--- src/hw/rtl/fkcr_pkg.sv ---
// ----------------------------------------------------------------------------
// fkcr_pkg
// Shared types, constants and tables of the cell rate pipeline.
// ----------------------------------------------------------------------------
package fkcr_pkg;

  localparam int PIPE_DEPTH = 8;

  localparam logic [2:0] REG_FAST_THR  = 3'd0;
  localparam logic [2:0] REG_GATE_THR  = 3'd1;
  localparam logic [2:0] REG_SLOW_THR  = 3'd2;
  localparam logic [2:0] REG_SLOW_K    = 3'd3;
  localparam logic [2:0] REG_FAST_RATE = 3'd4;
  localparam logic [2:0] REG_OPEN_RATE = 3'd5;
  localparam logic [2:0] REG_REPOL     = 3'd6;
  localparam logic [2:0] REG_SI_RATE   = 3'd7;

  localparam logic [17:0] GV_PLUS   = 18'd131236;
  localparam logic [17:0] GV1_MINUS = 18'd106998;
  localparam logic [17:0] GV2_MINUS = 18'd3355;
  localparam logic [17:0] GW_PLUS   = 18'd1205;
  localparam logic [17:0] GW_MINUS  = 18'd25575;

  typedef struct packed {
    logic [15:0] fast_thr;
    logic [15:0] gate_thr;
    logic [15:0] slow_thr;
    logic [15:0] slow_k;
    logic [17:0] fast_rate;
    logic [17:0] open_rate;
    logic [17:0] repol_rate;
    logic [17:0] si_rate;
  } cfg_t;

  function automatic logic [16:0] tanh_tab(input logic [4:0] i);
    case (i)
      5'd0: tanh_tab = 17'd0;      5'd1: tanh_tab = 17'd16051;
      5'd2: tanh_tab = 17'd30285;  5'd3: tanh_tab = 17'd41625;
      5'd4: tanh_tab = 17'd49912;  5'd5: tanh_tab = 17'd55593;
      5'd6: tanh_tab = 17'd59320;  5'd7: tanh_tab = 17'd61694;
      5'd8: tanh_tab = 17'd63179;  5'd9: tanh_tab = 17'd64096;
      5'd10: tanh_tab = 17'd64659; 5'd11: tanh_tab = 17'd65003;
      5'd12: tanh_tab = 17'd65212; 5'd13: tanh_tab = 17'd65339;
      5'd14: tanh_tab = 17'd65417; 5'd15: tanh_tab = 17'd65464;
      5'd16: tanh_tab = 17'd65492; 5'd17: tanh_tab = 17'd65509;
      5'd18: tanh_tab = 17'd65520; 5'd19: tanh_tab = 17'd65526;
      5'd20: tanh_tab = 17'd65530; 5'd21: tanh_tab = 17'd65532;
      5'd22: tanh_tab = 17'd65534; 5'd23: tanh_tab = 17'd65535;
      5'd24: tanh_tab = 17'd65535;
      default: tanh_tab = 17'd65536;
    endcase
  endfunction

endpackage

--- src/hw/rtl/fkcr_regs.sv ---
// ----------------------------------------------------------------------------
// fkcr_regs
// Configuration register file.
// ----------------------------------------------------------------------------
module fkcr_regs (
  input  logic         clk,
  input  logic         rst,
  input  logic         cfg_valid,
  input  logic [2:0]   cfg_index,
  input  logic [17:0]  cfg_data,
  output fkcr_pkg::cfg_t cfg
);
  import fkcr_pkg::*;

  always_ff @(posedge clk) begin
    if (rst) begin
      cfg.fast_thr   <= 16'd8520;
      cfg.gate_thr   <= 16'd2621;
      cfg.slow_thr   <= 16'd56426;
      cfg.slow_k     <= 16'd2560;
      cfg.fast_rate  <= 18'd114688;
      cfg.open_rate  <= 18'd5243;
      cfg.repol_rate <= 18'd1937;
      cfg.si_rate    <= 18'd2260;
    end else if (cfg_valid) begin
      case (cfg_index)
        REG_FAST_THR:  cfg.fast_thr   <= cfg_data[15:0];
        REG_GATE_THR:  cfg.gate_thr   <= cfg_data[15:0];
        REG_SLOW_THR:  cfg.slow_thr   <= cfg_data[15:0];
        REG_SLOW_K:    cfg.slow_k     <= cfg_data[15:0];
        REG_FAST_RATE: cfg.fast_rate  <= cfg_data;
        REG_OPEN_RATE: cfg.open_rate  <= cfg_data;
        REG_REPOL:     cfg.repol_rate <= cfg_data;
        REG_SI_RATE:   cfg.si_rate    <= cfg_data;
        default: ;
      endcase
    end
  end
endmodule

--- config.mk ---
export PLATFORM = sky130hd
export DESIGN_NAME = fkcr_regs
export DESIGN_NICKNAME = d
export VERILOG_FILES = /design/src/hw/rtl/fkcr_pkg.sv /design/src/hw/rtl/fkcr_regs.sv
export SDC_FILE = /design/constraint.sdc
export NUM_CORES = 1
export LEC_CHECK = 0
export BUFFER_PORTS_ARGS = -buffer_cell sky130_fd_sc_hd__buf_2
export CAP_MARGIN = 20
export CORE_AREA = 2 2 112 114
export DETAILED_ROUTE_END_ITERATION = 16
export DIE_AREA = 0 0 114 116
export PLACE_DENSITY = 0.82
export SETUP_SLACK_MARGIN = 0.02
export SLEW_MARGIN = 40
export SYNTH_ARGS = -nofsm -noshare
export SYNTH_HDL_FRONTEND = slang
export SYNTH_SLANG_ARGS = --single-unit
export TNS_END_PERCENT = 100
--- constraint.sdc ---
create_clock -name clk -period 2.6 [get_ports clk]
set_clock_uncertainty 0.05 [all_clocks]
set_input_delay 0.13 -clock clk [delete_from_list [all_inputs] [get_ports clk]]
set_output_delay 0.13 -clock clk [all_outputs]
set_load 0.005 [all_outputs]
After elaboration in Yosys (flattened, before gate mapping)
Cells that the tools add are included.

Reductions and logical operators: 9. Shifts and indexed selects: 0. Multiplexer cells: 0. Add/sub/neg operators: 0. Equality and inequality tests: 7. Magnitude comparators: 0. Bitwise logic cells: 0. $mul: 0. Divide/modulo/power cells: 0.

Operator list (number): $reduce_and 2->1 (8); $eq 3x3->1 const B (4); $eq 3x2->1 const B (2); $eq 3x1->1 const B (1); $logic_not 3->1 (1).

Memories kept: 0. Bits in latches: 0. Word-level logic and storage cells: 24. Input bits: 24. ROM bits: 0. Output and inout port bits: 136. Flip-flop bits (word level): 136. Memory bits (writable): 0.

Depth between registers and ports, before layout
Gate-level depths: netlist of the first run.

Depth after elaboration: 2. Gate-level depth with buffers: 6. Gate-level depth less buffers: 2.

Worst setup path after synthesis of the first run
Ideal clock, no wire load.

Kind: input port to flip-flop. Start point: input port cfg_index[1]. End point: register cfg[126] (netlist bit). Setup time: 0.126 ns. Stages on the path: 5. Data arrival time: 1.174 ns. Buffers on the path: 3. Data required time: 2.424 ns. Setup slack: 1.250 ns. Path through: buf_2 > or4b_4 > buf_6 > buf_12 > mux2i_1.

Cells in the longest elaborated chain, start to end: 2.

RTL lines: from (decl) (RTL line fkcr_regs.sv:9) `input logic [2:0] cfg_index,`; $logic_not 3->1 (RTL line fkcr_regs.sv:26) `case (cfg_index)`; $reduce_and 2->1 (no source line); to (decl) (RTL line fkcr_regs.sv:11) `output fkcr_pkg::cfg_t cfg`.

Every way passes these cells. A chain may end at the register's enable or synchronous reset.

Worst setup path in the final report of the first run
Start point: register cfg[5] (netlist bit). End point: output port cfg[5] (netlist bit).

No word-level cell between the ends.

==> reports/results.ini, run 1 <==
[status]
status = complete, no violations

[placed_design]
io_buffer_count = 159
hpwl_um = 9820
routabilityCongestion = 0.796
placed_cell_area_um2 = 6230

[clock_network]
clk_pin_slew_worst_paths_ns = 0.05
cts.path.max_buffers = 2
cts_resized = 0
cts_root_buf = clkbuf_16
clock_sinks = 136
cts_tree = yes
cts_buffers = 17
cts_htree_levels = 4
clkLatencyLatePin_ns = 0.40
postCtsHoldBufs = 14
postCtsSetupBuffers = 0

[critical_path]
regToRegEndpoint = cfg[70]
arrival_ns = 0.91
crit_cells = 1
cp_num_buf_inv = 1
worst_ep_required_time_ns = 2.42
slowest_delay_ns = 0.37
cp_max_fo = 2
reg2reg_from = cfg[70]
r2r_slack_ns = 1.85
rr_worst_depth = 2
crit_family = flip-flops
worstSetupPathType = flip-flop to output pin
slowest_stage = dfxtp_1
path_cells = buf_2
worst_setup_path_end_kind = output pin
worst_setup_path_start_kind = flip-flop

[logic_synthesis]
synthMuxAreaShare = 0.255
synth_warnings = 0
synth_fa_ha_area_frac = 0
ys_ff_latch = 136
netlist_instances = 495
synth_compound_gate_area_share = 0
synth_cell_types = 17
synthSimpleGateAreaFrac = 0.195
synth_top_family_by_area = multiplexers
synth_area_um2 = 5330
ys_seq_area_frac = 0.511
synth_fp_nets = 519
synth_area_per_cell_um2 = 10.8
yosys.area_share.xor_xnor = 0

[timing]
hold_viol = 0
min_period_ns = 1.09
fin_crit_sh = 0.419
drv_slew = 0
final.setup.tns_ns = 0
tightest_slew_ns = 0.696
fmax_mhz = 917
setup_violations = 0
relSlewSlack = 0.533
rsz0062_at_grt = no

[floorplanning]
rows = 40
die_area_um2 = 13200
dieHeight_um = 116
die-width_um = 114
initial_utilization = 0.448
coreArea_um2 = 11900
ios = 160

[routing]
wire_per_inst_um = 17.4
drc = 0
viasPerCell = 4.96
drt_iter0_drc = 174
ant_nets = 0
num_vias = 4056
detail_route.first_pass.iterations = 4
wirelength_um = 14200

[cells_and_area]
largest_reg_flops = 136
layout_common_cells = buf_2 (158), mux2i_1 (136), dfxtp_1 (136), nand2b_1 (110), nor2_1 (61)
largest_register = cfg
syn_to_final_growth_pct = 30.4
drive_gt1_frac = 0.304
final_area_um2 = 6950
final_util = 0.584
layout_commonest_cell = buf_2
biggestRegsByFlops = cfg: 136 flops
nNetsFinal = 682
n_antenna_cell = 0

[global_route]
grt_usage = 0.217
grt_antenna_before_repair = 0
grt_max_degree = 48
overflow = 0
grt_pass1_vias = 4054
grt_pass1_wl_um = 21700

[pwr]
peakVddDrop_v = 0.000360
p_leak_uw = 0.00354
p_total_uw = 4810
powerDensity_nw_per_um2 = 693

[min_path]
worstHoldStart = cfg_data[9]
min_path_cells = 3
min_delay_worst_endpoint = cfg[81]
hold_path_class = input pin to flip-flop

[job]
drv_cap = 0

## power breakdown
part / internal [uW] / leakage, uW / total, uW / switching (uW)
clock network: 1500 / 0.000291 / 2340 / 842
registers: 2130 / 0.00110 / 2160 / 26.2
logic: 148 / 0.00215 / 317 / 169
## synthesized netlist by cell type
library cell / instances / area share
dfxtp_1: 136 / 0.51
buf_12: 1 / 0.0038
clkbuf_1: 15 / 0.011
mux2i_1: 136 / 0.26
nand2b_1: 110 / 0.13
nand4bb_1: 2 / 0.0042
nand4b_1: 3 / 0.0049
and4bb_2: 1 / 0.0023
nor2_1: 61 / 0.043
buf_1: 2 / 0.0014
nor4bb_1: 2 / 0.0038
or4b_4: 1 / 0.0026
and4b_1: 2 / 0.0038
nand4_1: 1 / 0.0012
buf_4: 1 / 0.0014
buf_6: 2 / 0.0042
buf_2: 19 / 0.018
## logic make-up after synthesis
family / after synthesis
and+or+nand+nor: 183
DFF: 136
buffers and inverters: 40
muxes: 136
## worst register-to-register path: stages, from the launching register on
cell     delay (ns)
dfxtp_1        0.31
nor2_1         0.15
mux2i_1        0.12
## cell type report
cell class / instances / area (um^2)
Fill cell: 1008 / 4960
Sequential cell: 136 / 2720
Timing Repair Buffer: 184 / 1030
Clock buffer: 22 / 484
Tap cell: 147 / 184
Multi-Input combinational cell: 319 / 2430
Clock inverter: 9 / 97.6
## worst max-delay path by stage
stage,from,endpoint
detailed placement,rst,cfg[50]
CTS,cfg[5],cfg[5]
global route,rst,cfg[44]
floorplan,cfg_index[1],cfg[126]
finish,cfg[5],cfg[5]
global placement,cfg_index[2],cfg[96]
## metal layers
layer | track usage | up-vias | part of all wire
met4 | 0.0707 | 0 | 0.013
met2 | 0.353 | 129 | 0.47
met3 | 0.0591 | 16 | 0.063
met1 | 0.283 | 1949 | 0.45
met5 | 0 | - | 0
li1 | - | 1962 | -
## stage by stage
stage,std cells,hold slack (ns),setup slack (ns)
global placement,772,0.355,1.15
CTS,817,0.00637,1.50
finish,817,0.0226,1.51
floorplan,495,0.241,1.25
global route,817,0.0149,1.40
detailed placement,772,0.372,1.10
Note: power is estimated with default switching activity, not from simulation.
==> run 2, diff against run 1 <==
PLACE_DENSITY = 0.84   (was 0.82)
clock period = 0.88 ns   (was 2.6 ns; I/O delays follow)
==> run 2 against run 1 <==
  * The run now ends with setup timing left
  * Clock-buffer cell count fell by 4
  * Core utilization is 11 points higher
  * First-iteration DRC count rose by 5.2%
  * Die area unchanged
  * Clock power grew to 2.8 times the previous value
  * Critical path depth unchanged
  * Sequential share of layout area shrank 4.3 points
  * Non-clock buffer count is 71 higher
  * Final cell count is 8.8% higher
  * Setup slack worse by 1.6 ns
  * Wire length grew 17%
  * Sequential power rose to 3.0 times the previous value
  * Critical path type unchanged
==> reports/results.ini, run 2 (synthesized netlist as in run 1, its figures left out) <==
[floorplanning]
dieHeight_um = 116  ; unchanged
rows = 40  ; unchanged
die_area_um2 = 13200  ; unchanged
initial_utilization = 0.448  ; unchanged
die-width_um = 114  ; unchanged
coreArea_um2 = 11900  ; unchanged
ios = 160  ; unchanged

[status]
status = complete, but fails checks
violations = setup timing

[critical_path]
reg2reg_from = cfg[40]
arrival_ns = 0.89  ; -0.02 ns
cp_max_fo = 2  ; unchanged
regToRegEndpoint = cfg[40]
worst_ep_required_time_ns = 0.79  ; -1.63 ns
worst_setup_path_end_kind = output pin
endpoint = cfg[87]
crit_family = flip-flops
rr_worst_depth = 4  ; +2
slowest_stage = dfxtp_2
slowest_delay_ns = 0.36  ; about the same
worst_setup_path_start_kind = flip-flop
startpoint = cfg[87]
r2r_slack_ns = 0.02  ; -1.83 ns
worstSetupPathType = flip-flop to output pin
path_cells = buf_2
crit_cells = 1  ; unchanged
cp_num_buf_inv = 1  ; unchanged

[pwr]
power_switching_uw = 3580  ; +240%
swShare = 0.250  ; +0.0351
p_int_uw = 10700  ; +180%
powerDensity_nw_per_um2 = 1720  ; +150%
peakVddDrop_v = 0.00103  ; +190%
p_leak_uw = 0.00409  ; +15%
clkPwrFrac = 0.460  ; -0.026
power_frac_comb = 0.092  ; +0.026
seqPwrFrac = 0.449  ; about the same

[global_route]
met1_usage = 0.270  ; -0.0134
grtUsageMet2 = 0.441  ; +0.0885
grt_antenna_before_repair = 0  ; unchanged
grt_usage = 0.246  ; +0.0281
grt_max_degree = 38  ; -21%
grt-busiest-layer = met2
overflow = 0  ; unchanged
grt_pass1_wl_um = 24500  ; +13%
grt_pass1_vias = 4595  ; +13%
use_met3 = 0.0649  ; +0.00575

[placed_design]
pre_cts_ws_ns = -0.396  ; -1.50 ns
hpwl_um = 10500  ; +7.4%
placed_cell_area_um2 = 6600  ; +5.9%
routabilityCongestion = 0.780  ; -2.1%
io_buffer_count = 159  ; unchanged

[clock_network]
clk_pin_slew_worst_paths_ns = 0.06  ; about the same
cts_buffers = 17  ; unchanged
clkLatencyLatePin_ns = 0.41  ; about the same
cts.path.max_buffers = 2  ; unchanged
clock_sinks = 136  ; unchanged
cts_htree_levels = 4  ; unchanged
cts_tree = yes
cts_root_buf = clkbuf_16

[cells_and_area]
drive_gt1_frac = 0.578  ; +0.274
seq_area_um2 = 2890  ; +6.2%
largest_register = cfg
multi_input_area_um2 = 2540  ; +4.6%
syn_to_final_growth_pct = 55.8
n_antenna_cell = 0  ; unchanged
largest_reg_flops = 136  ; unchanged
layout_common_cells = dfxtp_2 (136), mux2i_1 (135), nand2b_1 (99), buf_2 (89), buf_6 (73)
fill_cells = 809  ; -20%
final_area_um2 = 8310  ; +19%
biggestRegsByFlops = cfg: 136 flops
layout_commonest_cell = dfxtp_2
nNetsFinal = 753  ; +10%

[timing]
drv_slew = 0  ; unchanged
fin_crit_sh = 1.12
hold_viol = 0  ; unchanged
final.setup.tns_ns = -8.27  ; -8.27 ns
setup_violations = 136  ; +136
fmax_mhz = 1020
tightest_slew_ns = 0.328  ; -0.368 ns
relSlewSlack = 0.781  ; +0.248
setup_slack_ns = -0.102  ; -1.61 ns
rsz0062_at_grt = yes
min_period_ns = 0.982

[min_path]
hold_path_class = input pin to flip-flop
worstHoldStart = cfg_index[0]

[routing]
viasPerCell = 5.02  ; +1.1%
drt_iter0_drc = 183  ; +5.2%
wirelength_um = 16700  ; +17%
drc = 0  ; unchanged
wire_per_inst_um = 18.8  ; +7.8%
num_vias = 4460  ; +10%
detail_route.first_pass.iterations = 4  ; unchanged
ant_nets = 0  ; unchanged

[job]
drv_cap = 0  ; unchanged

[run 2: stage by stage]
| stage | instances | total power, uW | hold WS (ns) | util |
|---|---|---|---|---|
| after floorplan | 495 | 7130 | 0.155 | - |
| after global placement | 795 | 7520 | 0.272 | 0.554 |
| after detailed placement | 795 | 7560 | 0.294 | 0.554 |
| after CTS | 870 | 14300 | 0.0839 | 0.660 |
| after global routing | 889 | 14800 | 0.100 | 0.697 |
| final | 889 | 14300 | 0.0868 | 0.697 |
[run 2: metal layers]
layer | wire, um | vias up
li1 | - | 2107
met1 | 6500 | 2161
met2 | 8750 | 153
met3 | 939 | 39
met4 | 480 | 0
met5 | 0 | -
[run 2: repair_timing]
item / CTS / global route
endpoints found under the setup margin: 137 / 167
hold buffers: 18 / 0
cloned: 1 / 0
buffers inserted: 24 / 20
pin swaps: 1 / 2
hold endpoints to repair: 99 / 0
resized for setup: 163 / 57
[run 2: power groups by stage]
stage                     combinational (uW)  clock (uW)  sequential [uW]
after floorplan                          625           0             6510
after global placement                  1030           0             6500
after detailed placement                1060           0             6500
after CTS                               1200        6660             6400
after global routing                    1390        6950             6420
final                                   1310        6560             6410
[run 2: worst min-delay path, cell delays in order]
cell and delay, ns:
buf_6 0.09, and4b_1 0.27, mux2i_1 0.10
[run 2: worst min-delay path by stage]
stage / end / slack, ns / cells past startpoint
final: cfg[52] / 0.09 / 3
after floorplan: cfg[133] / 0.16 / 2
after global routing: cfg[125] / 0.1 / 3
after detailed placement: cfg[70] / 0.29 / 3
after global placement: cfg[70] / 0.27 / 3
after CTS: cfg[51] / 0.08 / 3
[run 2: area by class of cell]
cell class | instances | area share
Timing Repair Buffer | 255 | 0.258
Multi-Input combinational cell | 319 | 0.306
Clock inverter | 14 | 0.0140
Tap cell | 147 | 0.0221
Sequential cell | 136 | 0.348
Clock buffer | 18 | 0.0517
==> run 3, diff against run 2 <==
--- a/config.mk
+++ b/config.mk
@@ -12,2 +12,3 @@
 export DIE_AREA = 0 0 114 116
+export MAX_ROUTING_LAYER = met4
 export PLACE_DENSITY = 0.84
--- a/constraint.sdc
+++ b/constraint.sdc
@@ -4,2 +4,2 @@
 set_output_delay 0.044 -clock clk [all_outputs]
-set_load 0.005 [all_outputs]
+set_load 0.01 [all_outputs]
==> run 3 against run 2 <==
  * Final cell count increased by 1.1%
  * Highest routed layer unchanged
  * Critical path type unchanged
  * Hold slack lost 0.028 ns
  * Combinational power increased by 11%
  * Critical endpoint is now cfg[103]
  * The run still ends with setup timing left
  * Global-route usage grew 2.2 points
==> reports/results.ini, run 3 (synthesized netlist as in run 1, its figures left out) <==
[status]
status = complete, but fails checks
violations = setup timing

[timing]
min_period_ns = 0.986  ; +0.00406 ns
setup_violations = 136  ; unchanged
hold_viol = 0  ; unchanged
timing.hold.ws_ns = 0.0592  ; -0.0276 ns
fin_crit_sh = 1.12  ; +0.00462
relSlewSlack = 0.757  ; -0.0240
fmax_mhz = 1010  ; -0.41%
drv_slew = 0  ; unchanged
setup_slack_ns = -0.106  ; -0.00406 ns
tightest_slew_ns = 0.364  ; +0.0361 ns
rsz0062_at_grt = yes

[pwr]
peakVddDrop_v = 0.00128  ; +24%
power_switching_uw = 3440  ; -4.0%
p_int_uw = 11100  ; +3.3%
power_frac_comb = 0.100  ; +0.008
p_leak_uw = 0.00429  ; +4.8%
swShare = 0.237  ; -0.0135
powerDensity_nw_per_um2 = 1640  ; -4.5%
clkPwrFrac = 0.456  ; -0.004
seqPwrFrac = 0.444  ; -0.005

[min_path]
min_path_cells = 4  ; +1
min_delay_worst_endpoint = cfg[99]
hold_path_class = input pin to flip-flop
worstHoldStart = rst

[clock_network]
clk_pin_slew_worst_paths_ns = 0.06  ; about the same
cts.path.max_buffers = 2  ; unchanged
cts_tree = yes
cts_buffers = 17  ; unchanged
clkLatencyLatePin_ns = 0.42  ; about the same
cts_htree_levels = 4  ; unchanged
clock_sinks = 136  ; unchanged
cts_root_buf = clkbuf_16

[cells_and_area]
fill_cells = 735  ; -9.1%
syn_to_final_growth_pct = 65.6
largest_reg_flops = 136  ; unchanged
drive_gt1_frac = 0.585  ; +0.00694
layout_common_cells = buf_6 (142), dfxtp_2 (136), mux2i_1 (135), nand2b_1 (98), buf_4 (75)
multi_input_area_um2 = 2550  ; +0.49%
seq_area_um2 = 2890  ; unchanged
final_area_um2 = 8830  ; +6.3%
layout_commonest_cell = buf_6
biggestRegsByFlops = cfg: 136 flops
nNetsFinal = 764  ; +1.5%
largest_register = cfg
n_antenna_cell = 0  ; unchanged

[critical_path]
regToRegEndpoint = cfg[111]
slowest_delay_ns = 0.36  ; about the same
rr_worst_depth = 4  ; unchanged
arrival_ns = 0.89  ; about the same
r2r_slack_ns = 0.03  ; about the same
slowest_stage = dfxtp_2
worst_setup_path_end_kind = output pin
reg2reg_from = cfg[111]
crit_cells = 1  ; unchanged
crit_family = flip-flops
worst_setup_path_start_kind = flip-flop
cp_num_buf_inv = 1  ; unchanged
path_cells = buf_6
cp_max_fo = 2  ; unchanged
worstSetupPathType = flip-flop to output pin
worst_ep_required_time_ns = 0.79  ; about the same

[placed_design]
placed_cell_area_um2 = 6570  ; -0.34%
routabilityCongestion = 0.835  ; +7.1%
io_buffer_count = 159  ; unchanged
hpwl_um = 10400  ; -0.98%

[floorplanning]
die-width_um = 114  ; unchanged
coreArea_um2 = 11900  ; unchanged
ios = 160  ; unchanged
die_area_um2 = 13200  ; unchanged
dieHeight_um = 116  ; unchanged
rows = 40  ; unchanged
initial_utilization = 0.448  ; unchanged

[routing]
num_vias = 4557  ; +2.2%
drc = 0  ; unchanged
detail_route.first_pass.iterations = 5  ; +1
viasPerCell = 5.07  ; +1.0%
wire_per_inst_um = 19.8  ; +5.4%
drt_iter0_drc = 240  ; +31%
wirelength_um = 17800  ; +6.6%
ant_nets = 0  ; unchanged

[global_route]
grt_usage = 0.268  ; +0.0222
overflow = 0  ; unchanged
grt_antenna_before_repair = 0  ; unchanged
grt_pass1_wl_um = 25800  ; +5.4%
grt_pass1_vias = 4776  ; +3.9%
grt_max_degree = 34  ; -11%

[job]
drv_cap = 0  ; unchanged

run 3: cell count changes in the layout (fill, tap and decap cells not counted), sizes merged:
cell	delta
clkbuf	+6
inv	-7
clkinv	+2
buf	+11
clkinvlp	-2
run 3: how the worst max path moves through the flow:
stage	from	to	slack, ns
after floorplan	cfg_index[1]	cfg[126]	-0.37
after global placement	cfg_index[0]	cfg[130]	-0.35
after detailed placement	cfg_index[0]	cfg[130]	-0.39
after CTS	cfg[135]	cfg[135]	-0.09
after global routing	cfg[54]	cfg[54]	-0.12
final	cfg[103]	cfg[103]	-0.11
run 3: final cells by class:
class / instances / area share
sequential: 136 / 0.328
timing repair buffer: 266 / 0.300
multi-input combinational: 319 / 0.289
clock buffer: 24 / 0.0568
tap: 147 / 0.0208
clock inverter: 7 / 0.00496
run 3: stage by stage:
stage	power, uW	setup slack [ns]	cells	util	TNS, ns
after global routing	14900	-0.125	899	0.741	-12.45
after floorplan	7190	-0.365	495	-	-8.30
after global placement	7570	-0.355	792	0.552	-31.52
final	14500	-0.106	899	0.741	-9.49
after detailed placement	7600	-0.389	792	0.552	-34.96
after CTS	14400	-0.0931	864	0.713	-10.30
run 3: power groups by stage:
stage	logic, uW	clock network (uW)	registers, uW
after detailed placement	1100	0	6500
after floorplan	625	0	6560
final	1460	6610	6440
after global placement	1070	0	6500
after global routing	1530	6950	6440
after CTS	1350	6590	6430
run 3: repair_timing:
item,in CTS,in global routing
hold buffers,18,0
resized for setup,274,16
hold endpoints to repair,97,0
cloned,0,1
endpoints found under the setup margin,136,150
buffers inserted,23,34
pin swaps,0,1
run 3: layer usage:
layer	vias to the layer above	share of wire	wire (um)	track usage
li1	2134	-	-	-
met1	2223	0.39	6990	0.282
met2	161	0.53	9470	0.478
met3	39	0.049	865	0.0607
met4	0	0.025	452	0.124
met5	-	0	0	-
